### src/fdem_pkg.sv
// shared types, constants and scaling helpers for the fader deadband effect mapper
// no dependencies; imported by fdem_lane, fdem_merge and the top level
`default_nettype none

package fdem_pkg;

  localparam int NUM_FADERS = 3;
  localparam int LANE_LEFT  = 0;
  localparam int LANE_MID   = 1;
  localparam int LANE_RIGHT = 2;

  localparam int RAW_W  = 16;
  localparam int PCT_W  = 8;
  localparam int PROD_W = 23;  // 65535*100 fits in 23 bits
  localparam int SCL_W  = 13;  // pct*80 at most 8000

  localparam logic [6:0]       PCT_SCALE   = 7'd100;
  localparam logic [16:0]      RAW_FULL    = 17'd65535;
  localparam logic [PCT_W-1:0] LAST_RESET  = 8'hFF;
  localparam logic [8:0]       MOVE_MIN    = 9'd3;
  localparam logic [PCT_W-1:0] PARAM_MIN   = 8'd2;
  localparam logic [4:0]       BASS_OFFSET = 5'd12;

  // reciprocal of 100 in 17 fractional bits, exact for values below 4699
  localparam logic [10:0] RECIP_100 = 11'd1311;

  localparam int IN_TDATA_W  = 56;
  localparam int OUT_TDATA_W = 40;

  typedef enum logic [1:0] {
    CMD_NONE    = 2'd0,
    CMD_ENABLE  = 2'd1,
    CMD_DISABLE = 2'd2
  } cmd_t;

  typedef struct packed {
    logic [PCT_W-1:0] pct;
    logic             moved;
  } lane_res_t;

  typedef struct packed {
    logic              bass_valid;
    logic signed [4:0] bass_db;
    cmd_t              eq_cmd;
    logic              echo_params_valid;
    logic [5:0]        echo_wet;
    logic [6:0]        echo_feedback;
    cmd_t              echo_cmd;
    logic              comp_params_valid;
    logic signed [5:0] comp_threshold_db;
    logic [1:0]        comp_ratio;
    logic [2:0]        comp_makeup_db;
    cmd_t              comp_cmd;
  } result_t;

  // floor(pct*k/100) with pct <= 100 and k <= 80; exact while pct*k stays below 4699
  function automatic logic [6:0] scale_pct(input logic [PCT_W-1:0] pct,
                                           input logic [6:0] k);
    logic [SCL_W-1:0]    v;
    logic [SCL_W+10:0]   p;
    begin
      v = SCL_W'(pct) * SCL_W'(k);
      p = (SCL_W+11)'(v) * (SCL_W+11)'(RECIP_100);
      scale_pct = p[SCL_W+10:17];
    end
  endfunction

endpackage

`default_nettype wire

### src/fader_deadband_effect_mapper.sv
// top level of the fader deadband effect mapper: stream ports, lane control, output register
// depends on fdem_pkg, fdem_lane and fdem_merge
//
//  channel | direction | handshake             | payload
//  --------+-----------+-----------------------+---------------------------------------
//  s_*     | in        | s_tvalid / s_tready   | s_tdata: three fader readings + flags
//  m_*     | out       | m_tvalid / m_tready   | m_tdata: one effect result word
//  cfg_*   | in        | cfg_valid / cfg_ready | cfg_data: effects master switch
//
// a frame goes through these steps: multiply into the lanes, percentage and deadband check,
// then merge into the output register; the kept percentages close that loop.
// s_tready stays low until the frame reaches the output register, and the merge
// waits while a finished word sits unaccepted on m_*.
// rst (synchronous) clears the kept percentages to 255, the switch and all valids;
// s_tready and cfg_ready are held low while it is asserted.
`default_nettype none

module fader_deadband_effect_mapper
  import fdem_pkg::*;
(
  input  wire logic                   clk,
  input  wire logic                   rst,
  input  wire logic                   s_tvalid,
  output logic                        s_tready,
  // [15:0] fader_left, [31:16] fader_mid, [47:32] fader_right,
  // [48] other_bands_flat, [49] echo_on, [50] comp_on, [55:51] zero
  input  wire logic [IN_TDATA_W-1:0]  s_tdata,
  output logic                        m_tvalid,
  input  wire logic                   m_tready,
  // [0] bass_valid, [5:1] bass_db, [7:6] eq_cmd, [8] echo_params_valid,
  // [14:9] echo_wet, [21:15] echo_feedback, [23:22] echo_cmd,
  // [24] comp_params_valid, [30:25] comp_threshold_db, [32:31] comp_ratio,
  // [35:33] comp_makeup_db, [37:36] comp_cmd, [39:38] zero
  output logic [OUT_TDATA_W-1:0]      m_tdata,
  input  wire logic                   cfg_valid,
  output logic                        cfg_ready,
  input  wire logic                   cfg_data
);

  logic busy;
  logic p1;
  logic p2;
  logic master_en;
  logic flat;
  logic echo_on;
  logic comp_on;
  logic s_fire;
  logic out_load;

  lane_res_t [NUM_FADERS-1:0]            lane_res;
  logic      [NUM_FADERS-1:0][PCT_W-1:0] last_pct;
  logic      [NUM_FADERS-1:0][RAW_W-1:0] raw;
  result_t                               result;

  assign s_tready  = !busy && !rst;
  assign cfg_ready = !rst;
  assign s_fire    = s_tvalid && s_tready;
  assign out_load  = p2 && (!m_tvalid || m_tready);

  always_ff @(posedge clk) begin
    if (rst) begin
      master_en <= 1'b0;
    end else if (cfg_valid) begin
      master_en <= cfg_data;
    end
  end

  always_ff @(posedge clk) begin
    if (rst) begin
      busy     <= 1'b0;
      p1       <= 1'b0;
      p2       <= 1'b0;
      m_tvalid <= 1'b0;
    end else begin
      p1 <= s_fire;
      if (p1) begin
        p2 <= 1'b1;
      end else if (out_load) begin
        p2 <= 1'b0;
      end
      if (s_fire) begin
        busy <= 1'b1;
      end else if (out_load) begin
        busy <= 1'b0;
      end
      if (out_load) begin
        m_tvalid <= 1'b1;
      end else if (m_tready) begin
        m_tvalid <= 1'b0;
      end
    end
  end

  // flags ride along with the frame; no new frame enters until this one is out
  always_ff @(posedge clk) begin
    if (s_fire) begin
      flat    <= s_tdata[48];
      echo_on <= s_tdata[49];
      comp_on <= s_tdata[50];
    end
  end

  assign raw[LANE_LEFT]  = s_tdata[15:0];
  assign raw[LANE_MID]   = s_tdata[31:16];
  assign raw[LANE_RIGHT] = s_tdata[47:32];

  for (genvar i = 0; i < NUM_FADERS; i++) begin : g_lane
    fdem_lane u_lane (
      .clk      (clk),
      .load     (s_fire),
      .step     (p1),
      .raw      (raw[i]),
      .last_pct (last_pct[i]),
      .res      (lane_res[i])
    );
  end

  fdem_merge u_merge (
    .clk       (clk),
    .rst       (rst),
    .fire      (out_load),
    .master_en (master_en),
    .flat      (flat),
    .echo_on   (echo_on),
    .comp_on   (comp_on),
    .res       (lane_res),
    .last_pct  (last_pct),
    .result    (result)
  );

  always_ff @(posedge clk) begin
    if (out_load) begin
      m_tdata <= {2'b00,
                  result.comp_cmd,
                  result.comp_makeup_db,
                  result.comp_ratio,
                  result.comp_threshold_db,
                  result.comp_params_valid,
                  result.echo_cmd,
                  result.echo_feedback,
                  result.echo_wet,
                  result.echo_params_valid,
                  result.eq_cmd,
                  result.bass_db,
                  result.bass_valid};
    end
  end

endmodule

`default_nettype wire

### src/fdem_lane.sv
// one fader lane: raw reading to percentage and deadband check against the kept value
// depends on fdem_pkg
`default_nettype none

module fdem_lane
  import fdem_pkg::*;
(
  input  wire logic             clk,
  input  wire logic             load,
  input  wire logic             step,
  input  wire logic [RAW_W-1:0] raw,
  input  wire logic [PCT_W-1:0] last_pct,
  output lane_res_t             res
);

  logic [PROD_W-1:0] prod;
  logic [6:0]        q0;
  logic [16:0]       rem;
  logic [PCT_W-1:0]  pct_next;
  logic [8:0]        diff;

  always_ff @(posedge clk) begin
    if (load) begin
      prod <= PROD_W'(raw) * PROD_W'(PCT_SCALE);
    end
  end

  // divide by 2^16-1: quotient by shift, one correction step
  always_comb begin
    q0       = prod[PROD_W-1:16];
    rem      = 17'(prod[15:0]) + 17'(q0);
    pct_next = PCT_W'(q0) + ((rem >= RAW_FULL) ? 8'd1 : 8'd0);
    if (pct_next > last_pct) begin
      diff = 9'(pct_next) - 9'(last_pct);
    end else begin
      diff = 9'(last_pct) - 9'(pct_next);
    end
  end

  always_ff @(posedge clk) begin
    if (step) begin
      res.pct   <= pct_next;
      res.moved <= (diff >= MOVE_MIN);
    end
  end

endmodule

`default_nettype wire

### src/fdem_merge.sv
// merging stage: drop decision, effect mapping per fader and the kept percentages
// depends on fdem_pkg
`default_nettype none

module fdem_merge
  import fdem_pkg::*;
(
  input  wire logic                                 clk,
  input  wire logic                                 rst,
  input  wire logic                                 fire,
  input  wire logic                                 master_en,
  input  wire logic                                 flat,
  input  wire logic                                 echo_on,
  input  wire logic                                 comp_on,
  input  wire lane_res_t [NUM_FADERS-1:0]           res,
  output logic           [NUM_FADERS-1:0][PCT_W-1:0] last_pct,
  output result_t                                   result
);

  logic [NUM_FADERS-1:0][PCT_W-1:0] last_pct_next;
  logic [6:0] bass_q;
  logic [6:0] th_q;
  logic [6:0] ratio_q;

  always_ff @(posedge clk) begin
    if (rst) begin
      for (int i = 0; i < NUM_FADERS; i++) begin
        last_pct[i] <= LAST_RESET;
      end
    end else if (fire) begin
      last_pct <= last_pct_next;
    end
  end

  always_comb begin
    bass_q  = scale_pct(res[LANE_LEFT].pct, 7'd24);
    th_q    = scale_pct(res[LANE_RIGHT].pct, 7'd18);
    ratio_q = scale_pct(res[LANE_RIGHT].pct, 7'd2);

    result        = '0;
    last_pct_next = last_pct;

    if (res[LANE_LEFT].moved || res[LANE_MID].moved || res[LANE_RIGHT].moved) begin
      if (!master_en) begin
        for (int i = 0; i < NUM_FADERS; i++) begin
          last_pct_next[i] = res[i].pct;
        end
      end else begin
        if (res[LANE_LEFT].moved) begin
          result.bass_valid = 1'b1;
          result.bass_db    = 5'(bass_q) - BASS_OFFSET;
          if (5'(bass_q) != BASS_OFFSET) begin
            result.eq_cmd = CMD_ENABLE;
          end else if (flat) begin
            result.eq_cmd = CMD_DISABLE;
          end
          last_pct_next[LANE_LEFT] = res[LANE_LEFT].pct;
        end

        if (res[LANE_MID].moved) begin
          if (res[LANE_MID].pct > PARAM_MIN) begin
            result.echo_params_valid = 1'b1;
            result.echo_wet      = 6'(scale_pct(res[LANE_MID].pct, 7'd40));
            result.echo_feedback = scale_pct(res[LANE_MID].pct, 7'd80);
            result.echo_cmd      = echo_on ? CMD_NONE : CMD_ENABLE;
          end else begin
            result.echo_cmd      = echo_on ? CMD_DISABLE : CMD_NONE;
          end
          last_pct_next[LANE_MID] = res[LANE_MID].pct;
        end

        if (res[LANE_RIGHT].moved) begin
          if (res[LANE_RIGHT].pct > PARAM_MIN) begin
            result.comp_params_valid = 1'b1;
            result.comp_threshold_db = 6'd0 - 6'(th_q);
            result.comp_ratio        = 2'(ratio_q) + 2'd1;
            result.comp_makeup_db    = 3'(scale_pct(res[LANE_RIGHT].pct, 7'd5));
            result.comp_cmd          = comp_on ? CMD_NONE : CMD_ENABLE;
          end else begin
            result.comp_cmd          = comp_on ? CMD_DISABLE : CMD_NONE;
          end
          last_pct_next[LANE_RIGHT] = res[LANE_RIGHT].pct;
        end
      end
    end
  end

endmodule

`default_nettype wire
### config.mk
export PLATFORM = sky130hd
export DESIGN_NAME = fader_deadband_effect_mapper
export DESIGN_NICKNAME = d
export VERILOG_FILES = /design/src/fdem_pkg.sv /design/src/fader_deadband_effect_mapper.sv /design/src/fdem_lane.sv /design/src/fdem_merge.sv
export SDC_FILE = /design/constraint.sdc
export NUM_CORES = 1
export LEC_CHECK = 0
export BUFFER_PORTS_ARGS = -buffer_cell sky130_fd_sc_hd__buf_2
export CORE_ASPECT_RATIO = 0.9
export CORE_UTILIZATION = 55
export CTS_BUF_LIST = sky130_fd_sc_hd__clkbuf_2
export DETAILED_ROUTE_END_ITERATION = 12
export GPL_TIMING_DRIVEN = 0
export PLACE_DENSITY = 0.73
export SLEW_MARGIN = 20
export SYNTH_ARGS = -nofsm -noshare
export SYNTH_HDL_FRONTEND = slang
export SYNTH_SLANG_ARGS = --single-unit
export TNS_END_PERCENT = 30
### constraint.sdc
create_clock -name clk -period 9.7 [get_ports clk]
set_input_delay 0.485 -clock clk [delete_from_list [all_inputs] [get_ports clk]]
set_output_delay 0.485 -clock clk [all_outputs]
set_load 0.03 [all_outputs]
Yosys cells after proc, flatten, opt, wreduce, memory -nomap -nowiden
Index checks and enable logic that the tools add are counted.
{"block": "classes", "n_addsub": 15, "multipliers": 14, "n_div": 0, "order_cmp": 11, "n_eq_ne": 4, "shifts": 0, "n_mux": 26, "n_bitwise": 3, "reduce_logical": 22}
{"operator": "$mul 16x5->21 const B", "count": 3}
{"operator": "$sub 8x8->9", "count": 6}
{"operator": "$add 16x7->17", "count": 3}
{"operator": "$ge 17x16->1 const B", "count": 3}
{"operator": "$mux 8", "count": 4}
{"operator": "$ge 9x2->1 const B", "count": 3}
{"operator": "$mux 9", "count": 3}
{"operator": "$add 7x8->8", "count": 3}
{"operator": "$gt 8x8->1", "count": 3}
{"operator": "$mux 24", "count": 1}
{"operator": "$mul 12x11->22 const B", "count": 1}
{"operator": "$mul 10x11->20 const B", "count": 1}
{"operator": "$mul 11x11->20 const B", "count": 1}
{"operator": "$mul 9x11->20 const B", "count": 1}
{"operator": "$mul 10x11->19 const B", "count": 1}
{"operator": "$mul 8x11->18 const B", "count": 1}
{"operator": "$reduce_and 3->1", "count": 6}
{"operator": "$gt 8x2->1 const B", "count": 2}
{"operator": "$mux 14", "count": 1}
{"operator": "$mul 8x4->12 const B", "count": 1}
{"operator": "$mux 12", "count": 1}
{"operator": "$mux 2", "count": 6}
{"operator": "$mul 8x3->11 const B", "count": 1}
{"operator": "$mul 8x2->10 const B", "count": 1}
{"operator": "16 further kinds", "count": 38}
{"block": "word_totals", "reg_bits": 160, "latchBits": 0, "ramBits": 0, "mem_bits_ro": 0, "inputBits": 62, "output_inout_bits": 43, "word_cells": 122, "mem_count": 0}

Logic depth before layout (Yosys ltp)
Gate-level depths: netlist of run 1.
{"block": "logic_depth", "ltp_word": 7, "ltp_mapped": 30, "mapped_depth_nobuf": 30}

By module
From an unflattened synthesis of run 1, not the netlist that was laid out.
{"block": "hier_totals", "cells_unflattened": 2588, "hier_area_um2": 25408.1}
{"mod": "fdem_merge", "n_inst": 1, "cells_each": 1391, "area_each_um2": 13040.0, "seq_area_each_um2": 480.5}
{"mod": "fdem_lane", "n_inst": 3, "cells_each": 378, "area_each_um2": 3639.7, "seq_area_each_um2": 900.9}
{"mod": "fader_deadband_effect_mapper", "n_inst": 1, "cells_each": 63, "area_each_um2": 1448.9, "seq_area_each_um2": 1331.3}

Worst setup path before layout of run 1
Ideal clock, no wire load.
{"block": "synth_path", "path_type": "register -> register", "from": "register, netlist name g_lane[2].u_lane.res[2]", "to": "register m_tdata[30], data pin", "setup_time_ps": 269, "t_arrival_ps": 7128, "required_ps": 9431, "slack_ps": 2303, "path_stages_with_launch": 28, "n_path_buf": 0, "period_less_slack_ps": 7397, "cell_sequence": "edfxtp_1 > ha_1 > ha_1 > fa_1 > a21oi_1 > nor2_1 > nor2_1 > nor2b_1 > o21ai_0 > xnor2_1 > fa_1 > inv_1 > ha_1 > fa_1 > fa_1 > inv_1 > fa_1 > inv_1 > ha_1 > a21oi_1 > o21ai_0 > a31oi_1 > o211ai_1 > a21o_1 > a21oi_1 > nor4bb_1 > a2111oi_0 > nand2_1"}
{"block": "synth_via", "elab_chain_len": 3, "elab_cells_between_ends": 5, "cone_classes": "add/sub (1); mul (2); order compare (1); reduce/logical (1)"}
{"element": "$mul 8x4->12", "line": "fdem_pkg.sv:62", "text": "v = SCL_W'(pct) * SCL_W'(k);"}
{"element": "$mul 12x11->22", "line": "fdem_pkg.sv:63", "text": "p = (SCL_W+11)'(v) * (SCL_W+11)'(RECIP_100);"}
{"element": "$sub 1x6->6", "line": "fdem_merge.sv:75", "text": "result.comp_threshold_db = 6'd0 - 6'(th_q);"}
{"element": "end signal: assignment", "line": "fader_deadband_effect_mapper.sv:133", "text": "m_tdata <= {2'b00,"}
{"element": "end: declaration", "line": "fader_deadband_effect_mapper.sv:34", "text": "output logic [OUT_TDATA_W-1:0] m_tdata,"}
Parallel ways exist; a longest one is shown, timed or not.
A chain may end at the register's enable or synchronous reset.

Worst setup path in the final report of run 1
{"block": "layout_path", "from": "register, netlist name g_lane[2].u_lane.res[2]", "to": "register m_tdata[30], data pin"}
{"block": "layout_via", "elab_chain_len": 3, "elab_cells_between_ends": 5, "cone_classes": "add/sub (1); mul (2); order compare (1); reduce/logical (1)"}
{"element": "$mul 8x4->12", "line": "fdem_pkg.sv:62"}
{"element": "$mul 12x11->22", "line": "fdem_pkg.sv:63"}
{"element": "$sub 1x6->6", "line": "fdem_merge.sv:75"}
Parallel ways exist; a longest one is shown, timed or not.

==> metrics.md, run 1 <==
| Metric | Value |
|---|---|
| Worst VDD drop | `0.000171 V` |
| CTS tree | `built` |
| CP peak stage delay | `1.13 ns` |
| Final Cycle Share | `89.1%` |
| Reg2Reg Launch Point | `g_lane[2].u_lane.res[2]$_DFFE_PP_` |
| Standard-cell rows | `73` |
| Worst Tran Pin Value | `1.08 ns` |
| Port bufs | `97` |
| Critical path's most frequent cell | `fa_1` |
| Final Skew | `0.0642 ns` |
| Vias per cell | `5.34` |
| Seq/Total Area, Yosys | `18.1%` |
| CP startpoint | `g_lane[2].u_lane.res[2]$_DFFE_PP_` |
| CP Launch Type | `flop` |
| Hold Crit Class | `primary input to flop` |
| Switching portion of total power | `50.2%` |
| Clock transition at the registers of the reported paths | `0.27 ns` |
| Detail Route Antenna Nets | `0` |
| Psw | `3.35 mW` |
| R2r setup slk | `1.06 ns` |
| CP cell instances | `ha_1 > ha_1 > fa_1 > xor2_1 > inv_1 > fa_1 > inv_1 > ha_1 > fa_1 > inv_1 > fa_1 > fa_1 > inv_1 > ha_1 > o21ai_0 > o21ai_0 > o221ai_1 > o21ai_0 > a41oi_1 > nand4_1 > nor4bb_1 > a2111oi_0 > nand2_1` |
| Die ar. | `46300 um2` |
| Top cells by count, synth | `645 x ha_1, 598 x inv_1, 212 x fa_1` |
| Max H-tree Level | `4` |
| I/O pin cnt | `105` |
| Clock share of power | `5.5%` |
| Power Density | `249 nW/um2` |
| Remaining global-route overflow | `0` |
| Fmax | `116 MHz` |
| Iteration-0 DRC Markers | `895` |
| Synth Area per Inst | `9.87 um2` |
| Multi-input gate area | `18200 um2` |
| Crit path to | `m_tdata[30]$_SDFFCE_PN0P_` |
| Total track usage | `22.1%` |
| Number of synthesized flops with an enable pin | `131` |
| Synthesized flop and latch total | `160` |
| Yosys warns | `0` |
| Top Family by Delay on Critical Path | `adder cells` |
| Crit Path Max Fanout | `19` |
| Hold WS | `0.112 ns` |
| Crit Path Category | `flop to flop` |
| Fill cells | `3677` |
| Worst EP required | `10.28 ns` |
| Synth Flop Type | `edfxtp_1` |
| Final Hold Vio Count | `0` |
| Post-Syn Area | `25000 um2` |
| Yosys top cell area share | `32.3%` |
| Slowest cell on the critical path | `edfxtp_1` |
| Cell internal pwr | `3.32 mW` |
| Core footprint | `44500 um2` |
| Cell taking the most area after synthesis | `ha_1` |
| # Max-Cap Violations | `0` |
| Num CTS Buffers | `17` |
| RSZ-0062 raised after global routing | `false` |
| Status | `finished clean` |
| Worst Path Buf+Inv | `4` |
| Final Net Count | `3594` |
| Reg area | `4520 um2` |
| Layout cells sized above 1 | `6.77%` |
| CP Data Arrival Time | `9.22 ns` |
| Dpl hpwl | `42100 um` |
| Crit. End Element | `flop` |
| Logic pwr share | `81.1%` |
| Later-pin clock latency in the skew report | `0.86 ns` |
| Detailed Route WL | `48800 um` |
| Synth area leaders | `ha_1 32%, fa_1 17%, edfxtp_1 16%, inv_1 9.0%, xnor2_1 3.6%` |
| Initial antenna violation count | `1` |
| Number of global-route vias before repair | `18099` |
| Slew Limit Headroom | `27.8%` |
| Most instantiated library cell after synthesis | `ha_1` |
| TNS Setup | `0 ns` |
| Chip Height | `204 um` |
| DRC Markers | `0` |
| Seq pwr share | `13.3%` |
| Final Max Tran Viols | `0` |
| Leak pwr | `14.5 nW` |
| Area grow syn2layout | `7.20%` |
| Worst Reg-to-Reg Cells | `23` |
| CTS max path bufs | `2` |
| Ys async rst share | `0%` |
| First-pass iteration count of the detailed router | `5` |
| Routability cong. | `0.861` |
| # clock sinks | `160` |
| CTS Root Cell | `clkbuf_2` |
| Cell count after synthesis | `2534` |
| Endpoints failing setup | `0` |
| Initial Util | `56.2%` |
| Reg2reg end | `m_tdata[30]$_SDFFCE_PN0P_` |
| WP depth | `23` |
| Vias | `17579` |
| WL per Instance | `14.8 um` |
| Minimum clock period | `8.64 ns` |
| Post-synth cell types | `78` |
| First-pass GRT wire length | `83400 um` |
| Largest net degree at the start of global routing | `58` |
| Die Span X | `227 um` |
how the worst min path moves through the flow:
stage | startpoint | cells after the start | to
6_report | s_tdata[47] | 3 | g_lane[2].u_lane.prod[22]$_DFFE_PP_
5_1_grt | s_tdata[47] | 3 | g_lane[2].u_lane.prod[22]$_DFFE_PP_
4_1_cts | s_tdata[30] | 3 | g_lane[1].u_lane.prod[22]$_DFFE_PP_
3_5_place_dp | busy$_SDFFE_PP0P_ | 1 | busy$_SDFFE_PP0P_
3_3_place_gp | busy$_SDFFE_PP0P_ | 1 | busy$_SDFFE_PP0P_
2_1_floorplan | busy$_SDFFE_PP0P_ | 1 | busy$_SDFFE_PP0P_
timing repair:
item,CTS,global route
buffers inserted,0,0
hold endpoints to repair,26,0
gates resized for setup,0,0
hold buffers,22,0
stage by stage:
stage | std cells | total power [mW] | instance area [um2] | worst slack [ns] | utilization [%]
floorplan | 2535 | 5.07 | 25000 | 2.30 | -
global placement | 3232 | 6.01 | 26200 | 1.35 | 59.0
detailed placement | 3234 | 6.32 | 26300 | 1.07 | 59.2
CTS | 3288 | 6.76 | 26800 | 0.989 | 60.2
global route | 3289 | 7.64 | 26800 | 0.379 | 60.3
finish | 3289 | 6.67 | 26800 | 1.06 | 60.3
cell usage in the layout (no fill, tap or decap), types with 16 or more instances in the layout:
| cell type | netlist | final |
|---|---|---|
| a21o_1 | 43 | 43 |
| a21oi_1 | 99 | 99 |
| a31oi_1 | 20 | 20 |
| and2_1 | 17 | 16 |
| buf_2 | 3 | 100 |
| clkbuf_2 | 0 | 17 |
| dfxtp_1 | 29 | 28 |
| dlygate4sd3_1 | 0 | 22 |
| edfxtp_1 | 131 | 131 |
| fa_1 | 212 | 212 |
| ha_1 | 645 | 645 |
| inv_1 | 598 | 598 |
| mux2i_1 | 27 | 27 |
| nand2_1 | 78 | 78 |
| nand2b_1 | 17 | 17 |
| nand3_1 | 38 | 38 |
| nand4_1 | 19 | 19 |
| nor2_1 | 91 | 91 |
| nor3_1 | 27 | 27 |
| o211ai_1 | 20 | 20 |
| o21ai_0 | 57 | 57 |
| xnor2_1 | 102 | 98 |
| xor2_1 | 48 | 47 |
worst reg2reg max path, stage by stage, from the launching register on:
cell	delay (ns)
edfxtp_1	1.13
ha_1	0.41
ha_1	0.23
fa_1	0.41
xor2_1	0.70
inv_1	0.24
fa_1	0.59
inv_1	0.04
ha_1	0.20
fa_1	0.48
inv_1	0.05
fa_1	0.47
fa_1	0.54
inv_1	0.04
ha_1	0.30
o21ai_0	0.22
o21ai_0	0.11
o221ai_1	0.44
o21ai_0	0.34
a41oi_1	0.35
nand4_1	0.30
nor4bb_1	0.24
a2111oi_0	0.47
nand2_1	0.10
routing by layer:
metal | vias to the layer above | share of wire [%] | wire [um] | GRT usage (%)
li1 | 8771 | - | - | -
met1 | 8495 | 48 | 23600 | 29.6
met2 | 268 | 48 | 23400 | 38.5
met3 | 45 | 2.7 | 1340 | 2.56
met4 | 0 | 1.0 | 507 | 3.86
met5 | - | 0 | 0 | 0
logic make-up after synthesis:
kind of cell               after synthesis  synth area share [%]
AOI/OAI and AO/OA                      348                  9.13
xor gates and xnor gates               150                  5.25
adders and majority gates              857                  49.2
buffers and inverters                  614                  9.32
DFF                                    160                  18.1
muxes                                   36                  1.52
other                                    1                0.0150
and+or+nand+nor                        368                  7.47
sequential cells by signal, summed over array words and instances, names as in the netlist:
signal,count
flat,1
g_lane.u_lane.prod,63
busy,1
master_en,1
m_tdata,38
p1,1
echo_on,1
p2,1
g_lane.u_lane.res,27
m_tvalid,1
u_merge.last_pct,24
comp_on,1
cell type report:
cell class	count	area share, %
Timing Repair Buffer	121	2.84
Buffer	15	0.308
Sequential cell	160	16.8
Inverter	599	8.39
Clock buffer	17	0.317
Antenna cell	1	0.00933
Multi-Input combinational cell	1761	67.9
Clock inverter	15	0.560
Tap cell	600	2.80
power groups by stage:
stage	logic [mW]	registers, mW	clock network (mW)
5_1_grt	6.34	0.896	0.405
6_report	5.41	0.889	0.368
4_1_cts	5.48	0.890	0.383
2_1_floorplan	4.17	0.904	0
3_5_place_dp	5.42	0.905	0
3_3_place_gp	5.11	0.904	0
No activity file was read; power rests on OpenSTA's default activity.
==> run 2, diff against run 1 <==
--- a/config.mk
+++ b/config.mk
@@ -11,6 +11,7 @@
 export CTS_BUF_LIST = sky130_fd_sc_hd__clkbuf_2
 export DETAILED_ROUTE_END_ITERATION = 12
 export GPL_TIMING_DRIVEN = 0
+export MAX_ROUTING_LAYER = met4
 export PLACE_DENSITY = 0.73
 export SLEW_MARGIN = 20
 export SYNTH_ARGS = -nofsm -noshare
==> metrics.md, run 2 (synthesis results as in run 1) <==
| Metric | Value |
|---|---|
| Num CTS Buffers | `17` |
| Crit Path Max Fanout | `15` |
| CTS max path bufs | `2` |
| Reg2Reg Launch Point | `g_lane[2].u_lane.res[3]$_DFFE_PP_` |
| Detail Route Antenna Nets | `0` |
| R2r setup slk | `1.52 ns` |
| Worst EP required | `10.29 ns` |
| Resize count post-CTS | `0` |
| Standard-cell rows | `73` |
| Total track usage | `22.6%` |
| # clock sinks | `160` |
| Finished Cell Area | `26800 um2` |
| Biggest regs | `g_lane.u_lane.prod (63), m_tdata (38), g_lane.u_lane.res (27)` |
| Detailed Route WL | `48200 um` |
| Area grow syn2layout | `7.20%` |
| Crit. End Element | `flop` |
| TNS Setup | `0 ns` |
| Initial antenna violation count | `1` |
| Endpoints failing setup | `0` |
| Worst Tran Pin Value | `1.04 ns` |
| Worst Reg-to-Reg Cells | `26` |
| Later-pin clock latency in the skew report | `0.84 ns` |
| Clock transition at the registers of the reported paths | `0.28 ns` |
| Die ar. | `46300 um2` |
| Final Hold Vio Count | `0` |
| Layout cells sized above 1 | `6.74%` |
| Chip Height | `204 um` |
| Slew Limit Headroom | `29.9%` |
| Fmax | `122 MHz` |
| Crit Path Category | `flop to flop` |
| DRC Markers | `0` |
| CP Data Arrival Time | `8.77 ns` |
| Setup Fix Bufs, Post-CTS | `0` |
| Power Density | `248 nW/um2` |
| Vias per cell | `5.28` |
| # Max-Cap Violations | `0` |
| Vias | `17356` |
| WL per Instance | `14.6 um` |
| Iteration-0 DRC Markers | `698` |
| RSZ-0062 raised after global routing | `false` |
| Hold-fix buffers at CTS | `20` |
| Crit path to | `m_tdata[30]$_SDFFCE_PN0P_` |
| Reg2reg end | `m_tdata[30]$_SDFFCE_PN0P_` |
| Port bufs | `97` |
| Placed Area | `26300 um2` |
| First-pass GRT wire length | `83300 um` |
| Core footprint | `44500 um2` |
| Largest net degree at the start of global routing | `64` |
| Max reg flops | `63` |
| Status | `finished clean` |
| Hold Crit Class | `primary input to flop` |
| Number of global-route vias before repair | `18174` |
| Remaining global-route overflow | `0` |
| Minimum clock period | `8.18 ns` |
| Final Net Count | `3593` |
| Power, Total | `6.64 mW` |
| Routability cong. | `0.898` |
| Final Cycle Share | `84.3%` |
| First-pass iteration count of the detailed router | `6` |
| Final core utilization | `60.3%` |
| CP startpoint | `g_lane[2].u_lane.res[3]$_DFFE_PP_` |
| Reg with most FFs | `g_lane.u_lane.prod` |
| CTS Root Cell | `clkbuf_2` |
| I/O pin cnt | `105` |
| Final Max Tran Viols | `0` |
| Max H-tree Level | `4` |
| Worst VDD drop | `0.000170 V` |
| Final Skew | `0.0574 ns` |
| Leak pwr | `14.5 nW` |
| CTS tree | `built` |
| Die Span X | `227 um` |
| CP Launch Type | `flop` |
| Commonest non-fill, non-tap cell in the layout | `ha_1` |
| Dpl hpwl | `41500 um` |
| Most frequent cells in the layout | `645 x ha_1, 598 x inv_1, 212 x fa_1` |
| Initial Util | `56.2%` |
## run 2: cell type report
class / instances / area (um2)
multi-input combinational: 1761 / 18200
fill: 3705 / 17700
sequential: 160 / 4520
inverter: 599 / 2250
timing repair buffer: 120 / 768
tap: 600 / 751
clock inverter: 14 / 145
clock buffer: 18 / 90.1
buffer: 15 / 82.6
antenna: 1 / 2.50
## run 2: per-stage QoR
step,hold WS (ns),std cells,worst slack (ns)
detailed placement,0.461,3234,1.14
global route,0.0260,3288,0.943
CTS,0.0219,3286,1.04
finish,0.100,3288,1.52
floorplan,0.432,2535,2.30
global placement,0.452,3232,1.33
## run 2: worst min path at each step
stage	depth (start not counted)	slack, ns	startpoint	to
global route	3	0.03	s_tdata[30]	g_lane[1].u_lane.prod[22]$_DFFE_PP_
global placement	1	0.45	busy$_SDFFE_PP0P_	busy$_SDFFE_PP0P_
detailed placement	1	0.46	busy$_SDFFE_PP0P_	busy$_SDFFE_PP0P_
CTS	3	0.02	s_tdata[47]	g_lane[2].u_lane.prod[22]$_DFFE_PP_
floorplan	1	0.43	busy$_SDFFE_PP0P_	busy$_SDFFE_PP0P_
finish	3	0.10	s_tdata[47]	g_lane[2].u_lane.prod[22]$_DFFE_PP_
## run 2: power by group
| group | leakage (nW) | internal [mW] | switching [mW] | total [mW] |
|---|---|---|---|---|
| clock | 0.149 | 0.106 | 0.278 | 0.384 |
| combinational | 12.9 | 2.38 | 2.99 | 5.37 |
| sequential | 1.45 | 0.845 | 0.0426 | 0.887 |
| total | 14.5 | 3.33 | 3.31 | 6.64 |
## run 2: critical path, cell delays in order (launching register included)
cell and delay, ns:
edfxtp_1 0.86, ha_1 0.39, ha_1 0.31, a21o_1 0.17
a21oi_1 0.23, o21bai_1 0.09, a21oi_1 0.21, xnor2_1 0.37
inv_1 0.27, fa_1 0.58, inv_1 0.05, ha_1 0.30
fa_1 0.47, fa_1 0.54, inv_1 0.06, fa_1 0.54
inv_1 0.04, ha_1 0.32, a21oi_1 0.14, o21ai_0 0.14
a31oi_1 0.26, o211ai_1 0.24, a21o_1 0.24, a21oi_1 0.48
nor4bb_1 0.13, a2111oi_0 0.41, nand2_1 0.08
## run 2: per-layer routing
layer	global-route usage, %	routed length, um	vias up
met2	38.5	23200	214
li1	-	-	8771
met4	3.40	361	0
met5	-	0	-
met1	29.6	23400	8344
met3	2.39	1190	27
==> run 3, diff against run 2 <==
--- a/config.mk
+++ b/config.mk
@@ -5,6 +5,7 @@
 export SDC_FILE = /design/constraint.sdc
 export NUM_CORES = 1
 export LEC_CHECK = 0
+export ABC_AREA = 1
 export BUFFER_PORTS_ARGS = -buffer_cell sky130_fd_sc_hd__buf_2
 export CORE_ASPECT_RATIO = 0.9
 export CORE_UTILIZATION = 55
==> constraint.sdc (replaced) <==
create_clock -name clk -period 8.3 [get_ports clk]
set_input_delay 0.415 -clock clk [delete_from_list [all_inputs] [get_ports clk]]
set_output_delay 0.415 -clock clk [all_outputs]
set_load 0.03 [all_outputs]
==> metrics.md, run 3 <==
| Metric | Value |
|---|---|
| Hold Crit Class | `primary input to flop` |
| Vias per cell | `5.23` |
| Yosys top cell area share | `30.0%` |
| Ys async rst share | `0%` |
| I/O pin cnt | `105` |
| CTS Root Cell | `clkbuf_2` |
| CP Launch Type | `flop` |
| First-pass GRT wire length | `95200 um` |
| CP Data Arrival Time | `8.41 ns` |
| Most instantiated library cell after synthesis | `inv_1` |
| Num CTS Buffers | `17` |
| Synth Flop Type | `edfxtp_1` |
| Worst Hold Launch | `s_tdata[48]` |
| Commonest non-fill, non-tap cell in the layout | `inv_1` |
| Cell taking the most area after synthesis | `ha_1` |
| Seq/Total Area, Yosys | `16.8%` |
| Biggest regs | `g_lane.u_lane.prod (63), m_tdata (38), g_lane.u_lane.res (27)` |
| Endpoints failing setup | `0` |
| Detailed Route WL | `55000 um` |
| Iteration-0 DRC Markers | `1013` |
| Status | `finished clean` |
| Slew Limit Headroom | `26.2%` |
| CTS max path bufs | `2` |
| Fmax | `132 MHz` |
| Post-Syn Area | `26900 um2` |
| Setup Fix Bufs, Post-CTS | `0` |
| Reg with most FFs | `g_lane.u_lane.prod` |
| Remaining global-route overflow | `0` |
| Reg2Reg Launch Point | `g_lane[2].u_lane.res[2]$_DFFE_PP_` |
| Initial Util | `56.0%` |
| Detail Route Antenna Nets | `0` |
| CP peak stage delay | `1.13 ns` |
| Most frequent cells in the layout | `738 x inv_1, 645 x ha_1, 472 x nand2_1` |
| Die Span X | `235 um` |
| Standard-cell rows | `76` |
| Number of global-route vias before repair | `21041` |
| Vias | `20647` |
| R2r setup slk | `0.71 ns` |
| Clock transition at the registers of the reported paths | `0.23 ns` |
| Crit Path Max Fanout | `20` |
| Initial antenna violation count | `3` |
| Worst EP required | `9.12 ns` |
| Final Cycle Share | `91.4%` |
| Hold Crit Depth | `2` |
| Max reg flops | `63` |
| Total track usage | `23.8%` |
| # Max-Cap Violations | `0` |
| Final Skew | `0.0594 ns` |
| RSZ-0062 raised after global routing | `false` |
| Post-synth cell types | `66` |
| CTS tree | `built` |
| First-pass iteration count of the detailed router | `5` |
| Area grow syn2layout | `7.09%` |
| Cell count after synthesis | `3152` |
| Port bufs | `97` |
| DRC Markers | `0` |
| Crit Path Category | `flop to flop` |
| Reg2reg end | `m_tdata[29]$_SDFFCE_PN0P_` |
| Synthesized flop and latch total | `160` |
| Worst Hold End | `flat$_DFFE_PP_` |
| # clock sinks | `160` |
| Number of synthesized flops with an enable pin | `131` |
| Worst Reg-to-Reg Cells | `31` |
| Minimum clock period | `7.59 ns` |
| Resize count post-CTS | `0` |
| TNS Setup | `0 ns` |
| Critical path's most frequent cell | `inv_1` |
| Crit. End Element | `flop` |
| Final Hold Vio Count | `0` |
| Routability cong. | `0.919` |
| Synth area leaders | `ha_1 30%, fa_1 16%, edfxtp_1 15%, inv_1 10%, nand2_1 6.6%` |
| Yosys warns | `0` |
| Top cells by count, synth | `739 x inv_1, 645 x ha_1, 472 x nand2_1` |
| Final Max Tran Viols | `0` |
| Synth Area per Inst | `8.54 um2` |
| Max H-tree Level | `4` |
| Slowest cell on the critical path | `edfxtp_1` |
| WL per Instance | `13.9 um` |
| Largest net degree at the start of global routing | `65` |
| Fill cells | `4185` |
| Layout cells sized above 1 | `6.54%` |
| Core footprint | `48100 um2` |
| Die ar. | `49900 um2` |
| Later-pin clock latency in the skew report | `1.06 ns` |
| Final Net Count | `4224` |
| Dpl hpwl | `47200 um` |
| Chip Height | `212 um` |
| Worst Tran Pin Value | `1.10 ns` |
## run 3: changes by cell type in the layout (fill, tap and decap cells not counted), moves of 53 or more
cell / before / now
a21oi_1: 99 / 197
inv_1: 598 / 738
nand2_1: 78 / 472
nand3_1: 38 / 105
nor2_1: 91 / 144
xnor2_1: 99 / 34
## run 3: worst max-delay path by stage
stage | startpoint | endpoint | slack, ns | cells past startpoint
global route | g_lane[2].u_lane.res[2]$_DFFE_PP_ | m_tdata[29]$_SDFFCE_PN0P_ | 0.16 | 31
CTS | g_lane[2].u_lane.res[2]$_DFFE_PP_ | m_tdata[29]$_SDFFCE_PN0P_ | 0.69 | 31
finish | g_lane[2].u_lane.res[2]$_DFFE_PP_ | m_tdata[29]$_SDFFCE_PN0P_ | 0.71 | 31
detailed placement | g_lane[2].u_lane.res[2]$_DFFE_PP_ | m_tdata[29]$_SDFFCE_PN0P_ | 0.74 | 31
floorplan | g_lane[2].u_lane.res[2]$_DFFE_PP_ | m_tdata[29]$_SDFFCE_PN0P_ | 1.67 | 29
global placement | g_lane[2].u_lane.res[2]$_DFFE_PP_ | m_tdata[29]$_SDFFCE_PN0P_ | 0.79 | 29
## run 3: cell families after synthesis
logic type / synth area share [%]
simple gates: 13.9
flops: 16.8
other cells: 0.0139
compound gates: 8.41
xor+xnor: 4.24
fa+ha+maj: 45.7
buf+inv: 10.9
## run 3: what timing repair did
action | in CTS | in global routing
setup endpoints to repair | 0 | 0
hold buffers | 33 | 0
hold endpoints to repair | 62 | 0
## run 3: metal layers
metal / wire [um] / vias up / track usage, % / part of all wire [%]
met1: 26500 / 9734 / 31.0 / 48
met5: 0 / - / - / 0
met2: 25700 / 332 / 39.5 / 47
met3: 1810 / 78 / 2.52 / 3.3
met4: 979 / 0 / 6.90 / 1.8
li1: - / 10503 / - / -
## run 3: final cells by class
class	count	area [um2]	share of cell area [%]
Multi-Input combinational cell	2227	19500	67.6
Sequential cell	160	4520	15.7
Inverter	744	2800	9.72
Timing Repair Buffer	133	898	3.11
Tap cell	624	781	2.71
Buffer	22	138	0.477
Clock inverter	14	108	0.373
Clock buffer	17	85.1	0.295
Antenna cell	6	15.0	0.0521
## run 3: metrics by stage
stage | setup WS (ns) | instances | util [%] | cell area [um2] | hold slack, ns
after detailed placement | 0.738 | 3877 | 58.8 | 28300 | 0.479
after global placement | 0.786 | 3874 | 58.6 | 28200 | 0.473
after global routing | 0.159 | 3943 | 59.9 | 28800 | 0.0860
after floorplan | 1.67 | 3153 | - | 26900 | 0.460
after CTS | 0.693 | 3941 | 59.9 | 28800 | 0.00561
final | 0.711 | 3947 | 59.9 | 28800 | 0.108
## run 3: critical path, delay by kind of cell, from the launching register on
family	cells	cell delay [ns]
and+or+nand+nor	11	1.04
AOI/OAI and AO/OA	2	0.24
adders and majority gates	10	3.98
buffers and inverters	7	0.59
DFF	1	1.13
xor gates and xnor gates	1	0.40
Power of run 3 is not shown: default switching activity piles up to over one toggle a cycle in this logic, so the estimate is an artifact.
